--- config.mk ---
export PLATFORM = sky130hd
export DESIGN_NAME = i2c_master_bit_engine_flat
export DESIGN_NICKNAME = d
export VERILOG_FILES = /design/src/design/i2cm_pkg.sv /design/src/design/i2cm_if.sv /design/src/design/i2cm_ram.sv /design/src/design/i2cm_master_bit_engine.sv /design/src/flat_wrapper.sv
export SDC_FILE = /design/constraint.sdc
export NUM_CORES = 1
export LEC_CHECK = 0
export CORE_MARGIN = 2
export CORE_UTILIZATION = 60
export DETAILED_ROUTE_END_ITERATION = 10
export DONT_BUFFER_PORTS = 1
export PLACE_DENSITY = 0.76
export SYNTH_ARGS = -nofsm -noshare
export SYNTH_HDL_FRONTEND = slang
export SYNTH_SLANG_ARGS = --single-unit
--- constraint.sdc ---
create_clock -name clk -period 8.6 [get_ports clk]
set_input_delay 1.72 -clock clk [delete_from_list [all_inputs] [get_ports clk]]
set_output_delay 1.72 -clock clk [all_outputs]
set_load 0.02 [all_outputs]
--- src/design/i2cm_pkg.sv ---
package i2cm_pkg;

  // Default sizes
  localparam int DEFAULT_FIFO_DEPTH = 16;
  localparam int DEFAULT_ADDR_BITS  = 7;

  // Field widths fixed by the register map
  localparam int WORD_W = 32;
  localparam int LEN_W  = 16;
  localparam int CPP_W  = 16;
  localparam int THR_W  = 15;
  localparam int ACC_W  = 17;

  typedef logic [1:0]        func_t;
  typedef logic [2:0]        reg_idx_t;
  typedef logic [WORD_W-1:0] word_t;
  typedef logic [CPP_W-1:0]  cpp_t;
  typedef logic [7:0]        byte_t;

  // Item kinds
  localparam func_t FUNC_WRITE = 2'd0;
  localparam func_t FUNC_READ  = 2'd1;
  localparam func_t FUNC_TICK  = 2'd2;

  // Register indexes
  localparam reg_idx_t REG_CTRL   = 3'd0;
  localparam reg_idx_t REG_STATUS = 3'd1;
  localparam reg_idx_t REG_LENGTH = 3'd2;
  localparam reg_idx_t REG_ADDR   = 3'd3;
  localparam reg_idx_t REG_FIFO   = 3'd4;

  // Control and status bit positions
  localparam int CTRL_READ_BIT  = 0;
  localparam int CTRL_CLR_LO    = 4;
  localparam int CTRL_CLR_HI    = 5;
  localparam int CTRL_ST_BIT    = 7;
  localparam int CTRL_EN_BIT    = 15;
  localparam int STAT_DONE_BIT  = 1;

  localparam logic [3:0] BYTE_BITS = 4'd8;

  // Phase budget: reset value and divide-by-three reciprocal (exact for 16-bit operands)
  localparam cpp_t              CPP_RESET  = 16'd300;
  localparam logic [THR_W-1:0]  THR_RESET  = THR_W'(CPP_RESET / 3);
  localparam logic [CPP_W-1:0]  DIV3_RECIP = 16'd43691;
  localparam int                DIV3_SHIFT = 17;

endpackage

--- src/design/i2cm_if.sv ---
interface i2cm_in_if;
  import i2cm_pkg::*;

  logic     valid;
  logic     ready;
  func_t    func;
  reg_idx_t reg_index;
  word_t    write_data;
  cpp_t     tick_cycles;
  logic     sda_in;

  modport source(output valid, func, reg_index, write_data, tick_cycles, sda_in,
                 input ready);
  modport sink(input valid, func, reg_index, write_data, tick_cycles, sda_in,
               output ready);
endinterface

interface i2cm_out_if #(
  parameter int LVL_W = $clog2(i2cm_pkg::DEFAULT_FIFO_DEPTH + 1)
);
  import i2cm_pkg::*;

  logic             valid;
  logic             ready;
  word_t            read_data;
  logic             sda_out;
  logic             scl_out;
  logic             done_flag;
  logic             busy_res;
  logic [LVL_W-1:0] fifo_level;

  modport source(output valid, read_data, sda_out, scl_out, done_flag, busy_res,
                 fifo_level, input ready);
  modport sink(input valid, read_data, sda_out, scl_out, done_flag, busy_res,
               fifo_level, output ready);
endinterface

--- src/design/i2cm_ram.sv ---
module i2cm_ram #(
  parameter int WIDTH = 8,
  parameter int DEPTH = 16
) (
  input  logic                     clk,
  input  logic                     we,
  input  logic [$clog2(DEPTH)-1:0] waddr,
  input  logic [WIDTH-1:0]         wdata,
  input  logic [$clog2(DEPTH)-1:0] raddr,
  output logic [WIDTH-1:0]         rdata
);
  logic [WIDTH-1:0] mem [DEPTH];

  always_ff @(posedge clk) begin
    if (we) begin
      mem[waddr] <= wdata;
    end
    rdata <= mem[raddr];
  end
endmodule

--- src/design/i2cm_master_bit_engine.sv ---
// I2C master bit engine. Each input transaction is a register write, a register
// read or a tick of elapsed cycles; each one yields exactly one result transaction
// carrying the read data, the SDA/SCL levels, the done flag, busy and the FIFO level.
// One transaction is taken every clock cycle while input ready is high; its result
// goes to the output register, or to the skid register while the output is stalled,
// and ready drops while the skid is full. The byte FIFO lives in a one-port-write,
// one-port-read RAM: the head byte is held in a register and the RAM read port
// prefetches the entry after the head every cycle, so a pop needs no RAM read wait.
// Configuration (the SCL phase budget) is written through cfg_we/cfg_wdata; the user
// must write it only while the block is idle; the block does not enforce this. A tick
// advances the SCL sequencer once the accumulated cycles reach a third of the budget.
module i2c_master_bit_engine #(
  parameter int FIFO_DEPTH = i2cm_pkg::DEFAULT_FIFO_DEPTH,
  parameter int ADDR_BITS  = i2cm_pkg::DEFAULT_ADDR_BITS
) (
  input  logic                  clk,
  input  logic                  rst_n,
  input  logic                  cfg_we,
  input  i2cm_pkg::cpp_t        cfg_wdata,
  i2cm_in_if.sink               in_ch,
  i2cm_out_if.source            out_ch
);
  import i2cm_pkg::*;

  localparam int IDX_W = $clog2(FIFO_DEPTH);
  localparam int LVL_W = $clog2(FIFO_DEPTH + 1);
  localparam int SUM_W = LVL_W + 1;
  localparam int RES_W = WORD_W + 4 + LVL_W;

  // Bit-level states
  localparam logic [3:0] BS_START = 4'd0;
  localparam logic [3:0] BS_ADDR  = 4'd1;
  localparam logic [3:0] BS_RW    = 4'd2;
  localparam logic [3:0] BS_ACK1  = 4'd3;
  localparam logic [3:0] BS_SEND  = 4'd4;
  localparam logic [3:0] BS_RECV  = 4'd5;
  localparam logic [3:0] BS_ACK2  = 4'd6;
  localparam logic [3:0] BS_MACK  = 4'd7;
  localparam logic [3:0] BS_STOP  = 4'd8;

  // SCL phases
  localparam logic [1:0] PH_UPDATE = 2'd0;
  localparam logic [1:0] PH_HIGH   = 2'd1;
  localparam logic [1:0] PH_LOW    = 2'd2;

  // Register file
  word_t                ctrl_r,  ctrl_nxt;
  word_t                stat_r,  stat_nxt;
  logic [LEN_W-1:0]     len_r,   len_nxt;
  logic [ADDR_BITS-1:0] taddr_r, taddr_nxt;
  word_t                latch_r, latch_nxt;
  logic [THR_W-1:0]     thr_r;

  // FIFO pointers and cached entries
  logic [IDX_W-1:0]     head_r,  head_nxt;
  logic [LVL_W-1:0]     count_r, count_nxt;
  byte_t                front_r, front_nxt;
  logic                 fwd_valid_r;
  byte_t                fwd_data_r;

  // Bit engine
  logic [3:0]           bst_r,   bst_nxt;
  logic [3:0]           cnt_r,   cnt_nxt;
  logic [LEN_W-1:0]     bl_r,    bl_nxt;
  byte_t                rx_r,    rx_nxt;
  logic [1:0]           phase_r, phase_nxt;
  logic                 busy_r,  busy_nxt;
  logic                 dir_r,   dir_nxt;
  logic                 sda_r,   sda_nxt;
  logic                 scl_r,   scl_nxt;
  logic [ACC_W-1:0]     acc_r,   acc_nxt;
  logic [ADDR_BITS-1:0] act_r,   act_nxt;

  // Output register and skid
  logic                 out_valid_r, skid_valid_r;
  logic [RES_W-1:0]     out_data_r, skid_data_r, res_nxt;

  // RAM port
  logic                 ram_we;
  logic [IDX_W-1:0]     ram_waddr, ram_raddr;
  byte_t                ram_wdata, ram_q, next_byte;

  logic                 accept, take;
  logic                 push_en, pop_en, clear_en;
  byte_t                push_byte;
  word_t                rdata;
  logic [SUM_W-1:0]     tail_sum;
  logic [ACC_W-1:0]     acc_sum;
  logic [3:0]           dec;
  logic [ADDR_BITS-1:0] addr_sh;
  byte_t                front_sh;
  logic [31:0]          thr_prod;

  assign in_ch.ready = rst_n && !skid_valid_r;
  assign accept      = in_ch.valid && in_ch.ready;
  assign take        = out_valid_r && out_ch.ready;

  // The prefetched entry after the head, or the byte just written there
  assign next_byte = fwd_valid_r ? fwd_data_r : ram_q;
  assign dec       = (cnt_r != 4'd0) ? cnt_r - 4'd1 : 4'd0;
  assign addr_sh   = act_r >> dec;
  assign front_sh  = front_r >> dec[2:0];
  assign acc_sum   = acc_r + ACC_W'(in_ch.tick_cycles);
  assign thr_prod  = 32'(cfg_wdata) * 32'(DIV3_RECIP);

  // Transaction update: register access, FIFO request, and one sequencer step
  always_comb begin
    ctrl_nxt  = ctrl_r;
    stat_nxt  = stat_r;
    len_nxt   = len_r;
    taddr_nxt = taddr_r;
    latch_nxt = latch_r;
    bst_nxt   = bst_r;
    cnt_nxt   = cnt_r;
    bl_nxt    = bl_r;
    rx_nxt    = rx_r;
    phase_nxt = phase_r;
    busy_nxt  = busy_r;
    dir_nxt   = dir_r;
    sda_nxt   = sda_r;
    scl_nxt   = scl_r;
    acc_nxt   = acc_r;
    act_nxt   = act_r;
    push_en   = 1'b0;
    push_byte = in_ch.write_data[7:0];
    pop_en    = 1'b0;
    clear_en  = 1'b0;
    rdata     = '0;

    if (accept) begin
      case (in_ch.func)
        FUNC_WRITE: begin
          case (in_ch.reg_index)
            REG_CTRL: begin
              ctrl_nxt = in_ch.write_data;
              clear_en = in_ch.write_data[CTRL_CLR_HI:CTRL_CLR_LO] != 2'b00;
              if (in_ch.write_data[CTRL_EN_BIT] && in_ch.write_data[CTRL_ST_BIT]) begin
                bst_nxt   = BS_START;
                act_nxt   = taddr_r;
                cnt_nxt   = 4'(ADDR_BITS);
                bl_nxt    = len_r;
                dir_nxt   = in_ch.write_data[CTRL_READ_BIT];
                rx_nxt    = '0;
                stat_nxt[STAT_DONE_BIT] = 1'b0;
                sda_nxt   = 1'b1;
                scl_nxt   = 1'b1;
                acc_nxt   = '0;
                busy_nxt  = 1'b1;
                phase_nxt = PH_UPDATE;
              end
            end
            REG_STATUS: stat_nxt  = in_ch.write_data;
            REG_LENGTH: len_nxt   = in_ch.write_data[LEN_W-1:0];
            REG_ADDR:   taddr_nxt = in_ch.write_data[ADDR_BITS-1:0];
            REG_FIFO: begin
              latch_nxt = in_ch.write_data;
              push_en   = 1'b1;
            end
            default: ;
          endcase
        end
        FUNC_READ: begin
          case (in_ch.reg_index)
            REG_CTRL:   rdata = ctrl_r;
            REG_STATUS: rdata = stat_r;
            REG_LENGTH: rdata = WORD_W'(len_r);
            REG_ADDR:   rdata = WORD_W'(taddr_r);
            REG_FIFO: begin
              if (count_r != '0) begin
                latch_nxt = WORD_W'(front_r);
                pop_en    = 1'b1;
              end
              rdata = latch_nxt;
            end
            default: ;
          endcase
        end
        FUNC_TICK: begin
          if (busy_r) begin
            if (acc_sum < ACC_W'(thr_r)) begin
              acc_nxt = acc_sum;
            end else begin
              acc_nxt = '0;
              case (phase_r)
                PH_UPDATE: begin
                  phase_nxt = PH_HIGH;
                  case (bst_r)
                    BS_START: begin
                      sda_nxt = 1'b0;
                      bst_nxt = BS_ADDR;
                    end
                    BS_ADDR: begin
                      cnt_nxt = dec;
                      sda_nxt = addr_sh[0];
                      if (dec == 4'd0) begin
                        bst_nxt = BS_RW;
                      end
                    end
                    BS_RW: begin
                      sda_nxt = dir_r;
                      bst_nxt = BS_ACK1;
                    end
                    BS_ACK1: begin
                      cnt_nxt = BYTE_BITS;
                      bst_nxt = dir_r ? BS_RECV : BS_SEND;
                    end
                    BS_SEND: begin
                      cnt_nxt = dec;
                      sda_nxt = (count_r != '0) ? front_sh[0] : 1'b0;
                      if (dec == 4'd0) begin
                        pop_en  = count_r != '0;
                        bst_nxt = BS_ACK2;
                      end
                    end
                    BS_RECV: begin
                      cnt_nxt = dec;
                      rx_nxt  = rx_r | (byte_t'(in_ch.sda_in) << dec[2:0]);
                      if (dec == 4'd0) begin
                        push_en   = 1'b1;
                        push_byte = rx_nxt;
                        rx_nxt    = '0;
                        bst_nxt   = (bl_r == '0) ? BS_STOP : BS_MACK;
                      end
                    end
                    BS_ACK2: begin
                      bl_nxt = bl_r - 1'b1;
                      if (bl_nxt != '0) begin
                        cnt_nxt = BYTE_BITS;
                        bst_nxt = BS_SEND;
                      end else begin
                        bst_nxt = BS_STOP;
                      end
                    end
                    BS_MACK: begin
                      sda_nxt = 1'b0;
                      if (bl_r != '0) begin
                        bl_nxt  = bl_r - 1'b1;
                        cnt_nxt = BYTE_BITS;
                        bst_nxt = BS_RECV;
                      end else begin
                        bst_nxt = BS_STOP;
                      end
                    end
                    default: begin
                      // Stop bit: release both lines, flag done, drop ST and CLEAR
                      scl_nxt  = 1'b1;
                      sda_nxt  = 1'b1;
                      busy_nxt = 1'b0;
                      stat_nxt[STAT_DONE_BIT] = 1'b1;
                      ctrl_nxt[CTRL_ST_BIT]   = 1'b0;
                      ctrl_nxt[CTRL_CLR_HI:CTRL_CLR_LO] = 2'b00;
                    end
                  endcase
                end
                PH_HIGH: begin
                  scl_nxt   = 1'b1;
                  phase_nxt = PH_LOW;
                end
                default: begin
                  scl_nxt   = 1'b0;
                  phase_nxt = PH_UPDATE;
                end
              endcase
            end
          end
        end
        default: ;
      endcase
    end
  end

  // FIFO pointers: clear, pop or push (at most one per transaction)
  assign tail_sum  = SUM_W'(head_r) + SUM_W'(count_r);
  assign ram_waddr = (tail_sum >= SUM_W'(FIFO_DEPTH)) ?
                     IDX_W'(tail_sum - SUM_W'(FIFO_DEPTH)) : IDX_W'(tail_sum);
  assign ram_wdata = push_byte;

  always_comb begin
    head_nxt  = head_r;
    count_nxt = count_r;
    front_nxt = front_r;
    ram_we    = 1'b0;
    if (clear_en) begin
      head_nxt  = '0;
      count_nxt = '0;
    end else if (pop_en) begin
      head_nxt  = (head_r == IDX_W'(FIFO_DEPTH - 1)) ? '0 : head_r + 1'b1;
      count_nxt = count_r - 1'b1;
      front_nxt = next_byte;
    end else if (push_en && count_r != LVL_W'(FIFO_DEPTH)) begin
      ram_we    = 1'b1;
      count_nxt = count_r + 1'b1;
      if (count_r == '0) begin
        front_nxt = push_byte;
      end
    end
  end

  // Prefetch the entry after the new head
  assign ram_raddr = (head_nxt == IDX_W'(FIFO_DEPTH - 1)) ? '0 : head_nxt + 1'b1;

  i2cm_ram #(
    .WIDTH(8),
    .DEPTH(FIFO_DEPTH)
  ) u_fifo_ram (
    .clk  (clk),
    .we   (ram_we),
    .waddr(ram_waddr),
    .wdata(ram_wdata),
    .raddr(ram_raddr),
    .rdata(ram_q)
  );

  assign res_nxt = {rdata, sda_nxt, scl_nxt, stat_nxt[STAT_DONE_BIT], busy_nxt, count_nxt};

  always_ff @(posedge clk) begin
    if (!rst_n) begin
      ctrl_r      <= '0;
      stat_r      <= '0;
      len_r       <= '0;
      taddr_r     <= '0;
      latch_r     <= '0;
      thr_r       <= THR_RESET;
      head_r      <= '0;
      count_r     <= '0;
      fwd_valid_r <= 1'b0;
      bst_r       <= BS_START;
      cnt_r       <= '0;
      bl_r        <= '0;
      rx_r        <= '0;
      phase_r     <= PH_UPDATE;
      busy_r      <= 1'b0;
      dir_r       <= 1'b0;
      sda_r       <= 1'b1;
      scl_r       <= 1'b1;
      acc_r       <= '0;
      act_r       <= '0;
      out_valid_r <= 1'b0;
      skid_valid_r <= 1'b0;
    end else begin
      ctrl_r      <= ctrl_nxt;
      stat_r      <= stat_nxt;
      len_r       <= len_nxt;
      taddr_r     <= taddr_nxt;
      latch_r     <= latch_nxt;
      head_r      <= head_nxt;
      count_r     <= count_nxt;
      // Flag a write that hits the address being prefetched
      fwd_valid_r <= ram_we && (ram_waddr == ram_raddr);
      bst_r       <= bst_nxt;
      cnt_r       <= cnt_nxt;
      bl_r        <= bl_nxt;
      rx_r        <= rx_nxt;
      phase_r     <= phase_nxt;
      busy_r      <= busy_nxt;
      dir_r       <= dir_nxt;
      sda_r       <= sda_nxt;
      scl_r       <= scl_nxt;
      acc_r       <= acc_nxt;
      act_r       <= act_nxt;
      if (cfg_we) begin
        thr_r <= thr_prod[DIV3_SHIFT +: THR_W];
      end
      // Output register with one skid entry behind it
      if (skid_valid_r) begin
        if (take) begin
          skid_valid_r <= 1'b0;
        end
      end else if (accept) begin
        if (out_valid_r && !take) begin
          skid_valid_r <= 1'b1;
        end else begin
          out_valid_r <= 1'b1;
        end
      end else if (take) begin
        out_valid_r <= 1'b0;
      end
    end
  end

  // Payload registers: no reset
  always_ff @(posedge clk) begin
    front_r    <= front_nxt;
    fwd_data_r <= ram_wdata;
    if (skid_valid_r) begin
      if (take) begin
        out_data_r <= skid_data_r;
      end
    end else if (accept) begin
      if (out_valid_r && !take) begin
        skid_data_r <= res_nxt;
      end else begin
        out_data_r <= res_nxt;
      end
    end
  end

  assign out_ch.valid         = out_valid_r;
  assign out_ch.read_data     = out_data_r[RES_W-1 -: WORD_W];
  assign out_ch.sda_out       = out_data_r[LVL_W + 3];
  assign out_ch.scl_out       = out_data_r[LVL_W + 2];
  assign out_ch.done_flag     = out_data_r[LVL_W + 1];
  assign out_ch.busy_res      = out_data_r[LVL_W];
  assign out_ch.fifo_level    = out_data_r[LVL_W-1:0];

  a_level_bound: assert property (@(posedge clk) disable iff (!rst_n)
    count_r <= LVL_W'(FIFO_DEPTH))
    else $error("FIFO level beyond depth");

  a_skid_behind_out: assert property (@(posedge clk) disable iff (!rst_n)
    skid_valid_r |-> out_valid_r)
    else $error("skid entry held with empty output register");

  a_idle_acc_hold: assert property (@(posedge clk) disable iff (!rst_n)
    !busy_r |=> busy_r || $stable(acc_r))
    else $error("cycle accumulator moved while idle");

  a_idle_bus_released: assert property (@(posedge clk) disable iff (!rst_n)
    !busy_r |-> scl_r && sda_r)
    else $error("bus lines not released while idle");

endmodule

--- src/flat_wrapper.sv ---
// flat-port wrapper written by rule: the top's interface ports become plain ports
module i2c_master_bit_engine_flat import i2cm_pkg::*;
#(
  parameter int FIFO_DEPTH = i2cm_pkg::DEFAULT_FIFO_DEPTH,
  parameter int ADDR_BITS  = i2cm_pkg::DEFAULT_ADDR_BITS
)
  (clk, rst_n, cfg_we, cfg_wdata, in_ch_valid, in_ch_func, in_ch_reg_index, in_ch_write_data, in_ch_tick_cycles, in_ch_sda_in, in_ch_ready, out_ch_valid, out_ch_read_data, out_ch_sda_out, out_ch_scl_out, out_ch_done_flag, out_ch_busy_res, out_ch_fifo_level, out_ch_ready);
  i2cm_in_if in_ch_i ();
  i2cm_out_if out_ch_i ();
  input  logic clk;
  input  logic rst_n;
  input  logic cfg_we;
  input  i2cm_pkg::cpp_t cfg_wdata;
  input wire logic [$bits(in_ch_i.valid)-1:0] in_ch_valid;
  input wire logic [$bits(in_ch_i.func)-1:0] in_ch_func;
  input wire logic [$bits(in_ch_i.reg_index)-1:0] in_ch_reg_index;
  input wire logic [$bits(in_ch_i.write_data)-1:0] in_ch_write_data;
  input wire logic [$bits(in_ch_i.tick_cycles)-1:0] in_ch_tick_cycles;
  input wire logic [$bits(in_ch_i.sda_in)-1:0] in_ch_sda_in;
  output wire logic [$bits(in_ch_i.ready)-1:0] in_ch_ready;
  output wire logic [$bits(out_ch_i.valid)-1:0] out_ch_valid;
  output wire logic [$bits(out_ch_i.read_data)-1:0] out_ch_read_data;
  output wire logic [$bits(out_ch_i.sda_out)-1:0] out_ch_sda_out;
  output wire logic [$bits(out_ch_i.scl_out)-1:0] out_ch_scl_out;
  output wire logic [$bits(out_ch_i.done_flag)-1:0] out_ch_done_flag;
  output wire logic [$bits(out_ch_i.busy_res)-1:0] out_ch_busy_res;
  output wire logic [$bits(out_ch_i.fifo_level)-1:0] out_ch_fifo_level;
  input wire logic [$bits(out_ch_i.ready)-1:0] out_ch_ready;
  assign in_ch_i.valid = in_ch_valid;
  assign in_ch_i.func = in_ch_func;
  assign in_ch_i.reg_index = in_ch_reg_index;
  assign in_ch_i.write_data = in_ch_write_data;
  assign in_ch_i.tick_cycles = in_ch_tick_cycles;
  assign in_ch_i.sda_in = in_ch_sda_in;
  assign in_ch_ready = in_ch_i.ready;
  assign out_ch_valid = out_ch_i.valid;
  assign out_ch_read_data = out_ch_i.read_data;
  assign out_ch_sda_out = out_ch_i.sda_out;
  assign out_ch_scl_out = out_ch_i.scl_out;
  assign out_ch_done_flag = out_ch_i.done_flag;
  assign out_ch_busy_res = out_ch_i.busy_res;
  assign out_ch_fifo_level = out_ch_i.fifo_level;
  assign out_ch_i.ready = out_ch_ready;
  i2c_master_bit_engine #(.FIFO_DEPTH(FIFO_DEPTH), .ADDR_BITS(ADDR_BITS)) u_core (.clk(clk), .rst_n(rst_n), .cfg_we(cfg_we), .cfg_wdata(cfg_wdata), .in_ch(in_ch_i), .out_ch(out_ch_i));
endmodule
After elaboration in Yosys (flattened, before gate mapping)
Memory sizes are Yosys's and may differ from the RTL's. A register that Yosys moved wholly into a read port is not among the register bits.
Cells that the tools add are included.

word-level totals
  output and inout port bits = 43
  memories kept = 1
  memory bits (writable) = 128
  register bits = 306

cells by class
  magnitude comparators = 2
  shift-type cells = 3
  add/sub/neg operators = 9
  bitwise operators = 3
  eq/ne operators = 38
  multiply operators = 1
  muxes and demuxes = 158
  reductions and logical operators = 48

memory list
  name                   depth  bits a word  read ports  clocked after memory_dff  write ports  line            source
  u_core.u_fifo_ram.mem  16     8            1           1                         1            i2cm_ram.sv:12  logic [WIDTH-1:0] mem [DEPTH];

operator list
  operator                count
  $mux 41                 4
  $pmux 32 s5             1
  $mux 8                  19
  $mux 32                 4
  $mux 16                 6
  $mux 4                  24
  $mux 17                 4
  $pmux 16 s2             2
  $pmux 32 s2             1
  $mux 1                  62
  $pmux 17 s2             1
  $mul 16x16->32 const B  1
  $pmux 4 s8              1
  $reduce_bool 16->1      2
  $reduce_and 3->1        8
  $mux 2                  9
  $pmux 1 s2              9
  $add 17x16->17          1
  $lt 17x15->1            1
  $eq 4x3->1 const B      4
  $logic_not 16->1        1
  $ne 2x2->1 const B      8
  $pmux 4 s2              2
  $pmux 4 s4              1
  other kinds (50)        86

Longest topological paths before layout
  depth in word-level cells = 17
  mapped depth = 30
  mapped depth without buffers = 26

Hierarchy
Synthesis repeated with hierarchy kept, for this count alone.

unflattened totals
  cells, all modules = 2,408
  area total of the unflattened synthesis = 24,523.5 um^2

modules (own cells, without submodules)
  module                 area each (um^2)  sequential area each (um^2)  instances  cells an instance
  i2c_master_bit_engine  19,376.1          7,026.7                      1          2,179
  i2cm_ram               5,147.4           4,003.8                      1          229

Least setup slack after synthesis
Ideal clock, no wire load.

  kind = input -> register
  start point = in in_ch_tick_cycles[5]
  end point = reg u_core.u_fifo_ram.rdata[0] (read register of u_core.u_fifo_ram.mem)
  path buffers = 3
  cell stages on the path = 26
  setup slack = 1.229 ns
  arrival = 7.311 ns
  setup time = 0.060 ns
  cell sequence = ha_1 or3_1 and3_1 and2_1 a21oi_1 nor2b_1 o21ai_0 a21oi_1 ha_1 nand2_1 nor2_1 a2111oi_0 nand2_1 o21ai_0 a21boi_1 nor3_2 nor2_2 inv_2 buf_4 clkbuf_1 ha_1 clkinv_1 clkbuf_1 mux4_2 o311ai_1 o31a_1

between the ends
  longest elaborated chain between the ends = 10

RTL lines
  item                                              line                           source
  start, declared                                   flat_wrapper.sv:18             input wire logic [$bits(in_ch_i.tick_cycles)-1:0] in_ch_tick_cycles;
  $add 17x16->17 (*)                                i2cm_master_bit_engine.sv:103  assign acc_sum = acc_r + ACC_W'(in_ch.tick_cycles);
  $lt 17x15->1 (*)                                  i2cm_master_bit_engine.sv:180  if (acc_sum < ACC_W'(thr_r)) begin
  $mux 1 (*)                                        i2cm_master_bit_engine.sv:180
  $mux 1 (*)                                        i2cm_master_bit_engine.sv:179  if (busy_r) begin
  $pmux 1 s2 (*)                                    i2cm_master_bit_engine.sv:131  case (in_ch.func)
  $mux 1 (*)                                        i2cm_master_bit_engine.sv:130  if (accept) begin
  $mux 4 (*)                                        i2cm_master_bit_engine.sv:286  end else if (pop_en) begin
  $mux 4 (*)                                        i2cm_master_bit_engine.sv:283  if (clear_en) begin
  net u_core.head_nxt[0]                            i2cm_master_bit_engine.sv:55   logic [IDX_W-1:0] head_r, head_nxt;
  $add 4x1->4 / $eq 4x4->1 (equally long branches)  i2cm_master_bit_engine.sv:300  assign ram_raddr = (head_nxt == IDX_W'(FIFO_DEPTH - 1)) ? '0 : head_nxt + 1'b1;
  $mux 4 (*)                                        i2cm_master_bit_engine.sv:300
  end, declared                                     i2cm_ram.sv:10                 output logic [WIDTH-1:0] rdata

The timed path passes the listed nets; every way through them passes the cells marked *.
A chain may end at the register's enable or synchronous reset.

Worst setup path in the final report
  start point = in in_ch_tick_cycles[0]
  end point = reg u_core.u_fifo_ram.rdata[6] (read register of u_core.u_fifo_ram.mem)

between the ends
  longest elaborated chain between the ends = 10

RTL lines
  item                                              line
  $add 17x16->17 (*)                                i2cm_master_bit_engine.sv:103
  $lt 17x15->1 (*)                                  i2cm_master_bit_engine.sv:180
  $mux 1 (*)                                        i2cm_master_bit_engine.sv:180
  $mux 1 (*)                                        i2cm_master_bit_engine.sv:179
  $pmux 1 s2 (*)                                    i2cm_master_bit_engine.sv:131
  $mux 1 (*)                                        i2cm_master_bit_engine.sv:130
  $mux 4 (*)                                        i2cm_master_bit_engine.sv:286
  $mux 4 (*)                                        i2cm_master_bit_engine.sv:283
  $add 4x1->4 / $eq 4x4->1 (equally long branches)  i2cm_master_bit_engine.sv:300
  $mux 4 (*)                                        i2cm_master_bit_engine.sv:300

Every way passes the cells marked *; elsewhere a longest branch is shown, timed or not.

==> reports/metrics.csv <==
metric,value,unit
synth_cell_types,77,
clk_pin_slew_worst_paths,0.06,ns
reg2reg_from,u_core.acc_r[0],
place_congestion,0.947,
ff2ff_path_depth,26,
fin_crit,7.87,ns
overflow,0,
yosysMostFrequentCell,nor2_1,
post-cts-setup-buffers,0,
yosys.area_share.adder,0.147,
synth.net_count,3043,
async_reset_ff_frac,0,
chipHeight,211,um
reg2reg_setup_slack,1.50,ns
clockBufferDepth,3,
status,completed,
rsz0062_at_grt,no,
wire_per_inst,20.9,um
nets,2961,
cp_top_family,compound AO/OA/AOI/OAI gates,
drv_cap,0,
ys_seq_area_frac,0.429,
grtUsageTotal,0.300,
powerDensity,229,nW/um^2
viasPerCell,6.26,
setup_tns,0,ns
timing.final.crit_share,0.915,
drv_slew,0,
netlist.area_leader.share,0.254,
leakagePower,10.6,nW
rows,75,
path_max_fanout,42,
grt_pass1_wl,105000,um
htreeDepth,2,
end_kind,flip-flop,
num_antenna_cells,0,
yosysTopAreaCell,edfxtp_1,
fin_area,27700,sq um
vias,20100,
wirelength,67000,um
drive_above_1_share,0.0666,
syn_avg_cell_area,9.47,sq um
netlist_area,25700,sq um
maxSlewHeadroom,0.248,
crit_buf_inv,4,
vdd_drop_max,0.000204,V
cts_hold_buf,0,
synth_mux_area_frac,0.0482,
synth-seq-cells,442,
area_delta_synth_final,7.72,%
die_x,211,um
clk_latency,0.61,ns
placed_cell_area,26100,sq um
synthCells,2716,
fin_hold_ws,0.455,ns
synth-xor-area-share,0.0150,
fin_skew,0.0403,ns
critPathMaxStageDelay,0.56,ns
worstPathRequired,9.07,ns
firstDrtPassIters,9,
min_path_type,reg2reg,
yosysWarnings,0,
start_util,0.611,
core,42100,sq um
synth_top_family_by_area,simple AND/OR/NAND/NOR gates,
io_buffers,0,
r2r-end,u_core.u_fifo_ram.rdata[6],
dieArea,44500,sq um
hold_viol_final,0,
worstPathArrival,8.34,ns
cts_tree,built,
dp_hpwl,46400,um
synth_compound_area_frac,0.152,
critPathLaunchType,input port,
grt_pass1_vias,19400,
synthSimpleGateAreaFrac,0.154,
crit_type,in2reg,
dp_cells,3124,
ant_nets,0,
max_freq,127,MHz
synth_edf_count,218,
cts_buffers,47,
synth_ff_type,dfxtp_1,
setup_viol,0,
drtIter0Drc,2031,
slowest_stage,o21ai_0,
tightestPinTransition,1.12,ns
startpoint,in_ch_tick_cycles[0],
path_depth,26,
cts-root-buf,clkbuf_16,
grt_antenna_before_repair,0,
grt_max_degree,163,
endpoint,u_core.u_fifo_ram.rdata[6],
io_pins,118,
synth_common_cells,"352 x nor2_1, 301 x nand2_1, 224 x dfxtp_1, 218 x edfxtp_1, 217 x a21oi_1",
cts_resized,0,
power,6.33,mW
yosys-top-cells-area,"edfxtp_1 25%, dfxtp_1 17%, ha_1 8.2%",
cts.sinks,442,
finalNonFillerCells,3212,
drc_errors,0,
==> kinds of logic after synthesis <==
family / Yosys count
AOI/OAI and AO/OA: 613
DFF: 442
adders and majority gates: 252
and+or+nand+nor: 908
xor gates and xnor gates: 44
buffers and inverters: 368
muxes: 89
==> stage by stage <==
stage / setup slack (ns) / util
6_report: 0.727 / 0.658
5_1_grt: 0.248 / 0.658
4_1_cts: 0.747 / 0.658
3_5_place_dp: 0.174 / 0.619
3_3_place_gp: 0.359 / 0.619
2_1_floorplan: 1.23 / -
==> metal layers <==
layer | part of all wire | global-route usage | vias to the layer above
met1 | 0.41 | 0.388 | 9686
met2 | 0.49 | 0.506 | 809
li1 | - | - | 9458
met3 | 0.069 | 0.0477 | 158
met5 | 0 | 0 | -
met4 | 0.035 | 0.117 | 0
==> flip-flops by register name, indices dropped and copies added (netlist names), 15 cells and up <==
register               flops
u_core.stat_r             32
u_core.thr_r              15
u_core.ctrl_r             32
u_core.bl_r               16
u_core.acc_r              17
u_core.u_fifo_ram.mem    128
u_core.len_r              16
u_core.skid_data_r        41
u_core.out_data_r         41
u_core.latch_r            32
==> layout make-up <==
cell class	instances	area, sq um
clock inverters	19	272
clock buffers	69	1350
repair buffers	33	285
flip-flops and latches	442	11000
well taps	539	674
fillers	3334	14400
multi-input cells	1906	13300
inverters	204	768
==> cell usage in the layout (no fill, tap or decap), drive strengths merged, types with 9 or more instances in the layout <==
master,n
a2111oi,26
o21a,9
a211oi,14
edfxtp,218
o21ai,117
nor3,84
nand4,11
fa,84
a22oi,50
and3,16
mux2,18
clkinv,12
nand2,301
xnor2,27
nor2b,15
a31oi,24
ha,168
buf,33
clkbuf,69
dfxtp,224
o22ai,19
nor2,353
a21oi,217
xor2,17
o31ai,30
nand3,25
a222oi,16
mux4,25
nand2b,13
or3,27
a21o,20
and2,18
inv,204
or4,18
mux2i,46
==> worst min path at each step <==
stage	from	to	depth (start not counted)
CTS	u_core.ctrl_r[12]	u_core.ctrl_r[12]	2
finish	u_core.stat_r[3]	u_core.stat_r[3]	2
global route	u_core.stat_r[6]	u_core.stat_r[6]	2
floorplan	u_core.rx_r[6]	u_core.rx_r[6]	2
global placement	u_core.stat_r[4]	u_core.stat_r[4]	2
detailed placement	u_core.ctrl_r[13]	u_core.ctrl_r[13]	2
==> worst min-delay path: cells and delay by family (launching register included) <==
kind / cells / cell delay, ns
compound gates: 1 / 0.05
flops: 1 / 0.31
simple gates: 1 / 0.05
==> where the power goes <==
part	leakage (nW)	total, mW	switching (mW)	internal (mW)
Sequential	3.73	2.30	0.0388	2.26
Clock	0.778	2.10	0.850	1.25
Combinational	6.09	1.94	1.09	0.841
Total	10.6	6.33	1.98	4.35
Power figures use the tool's default switching activity.
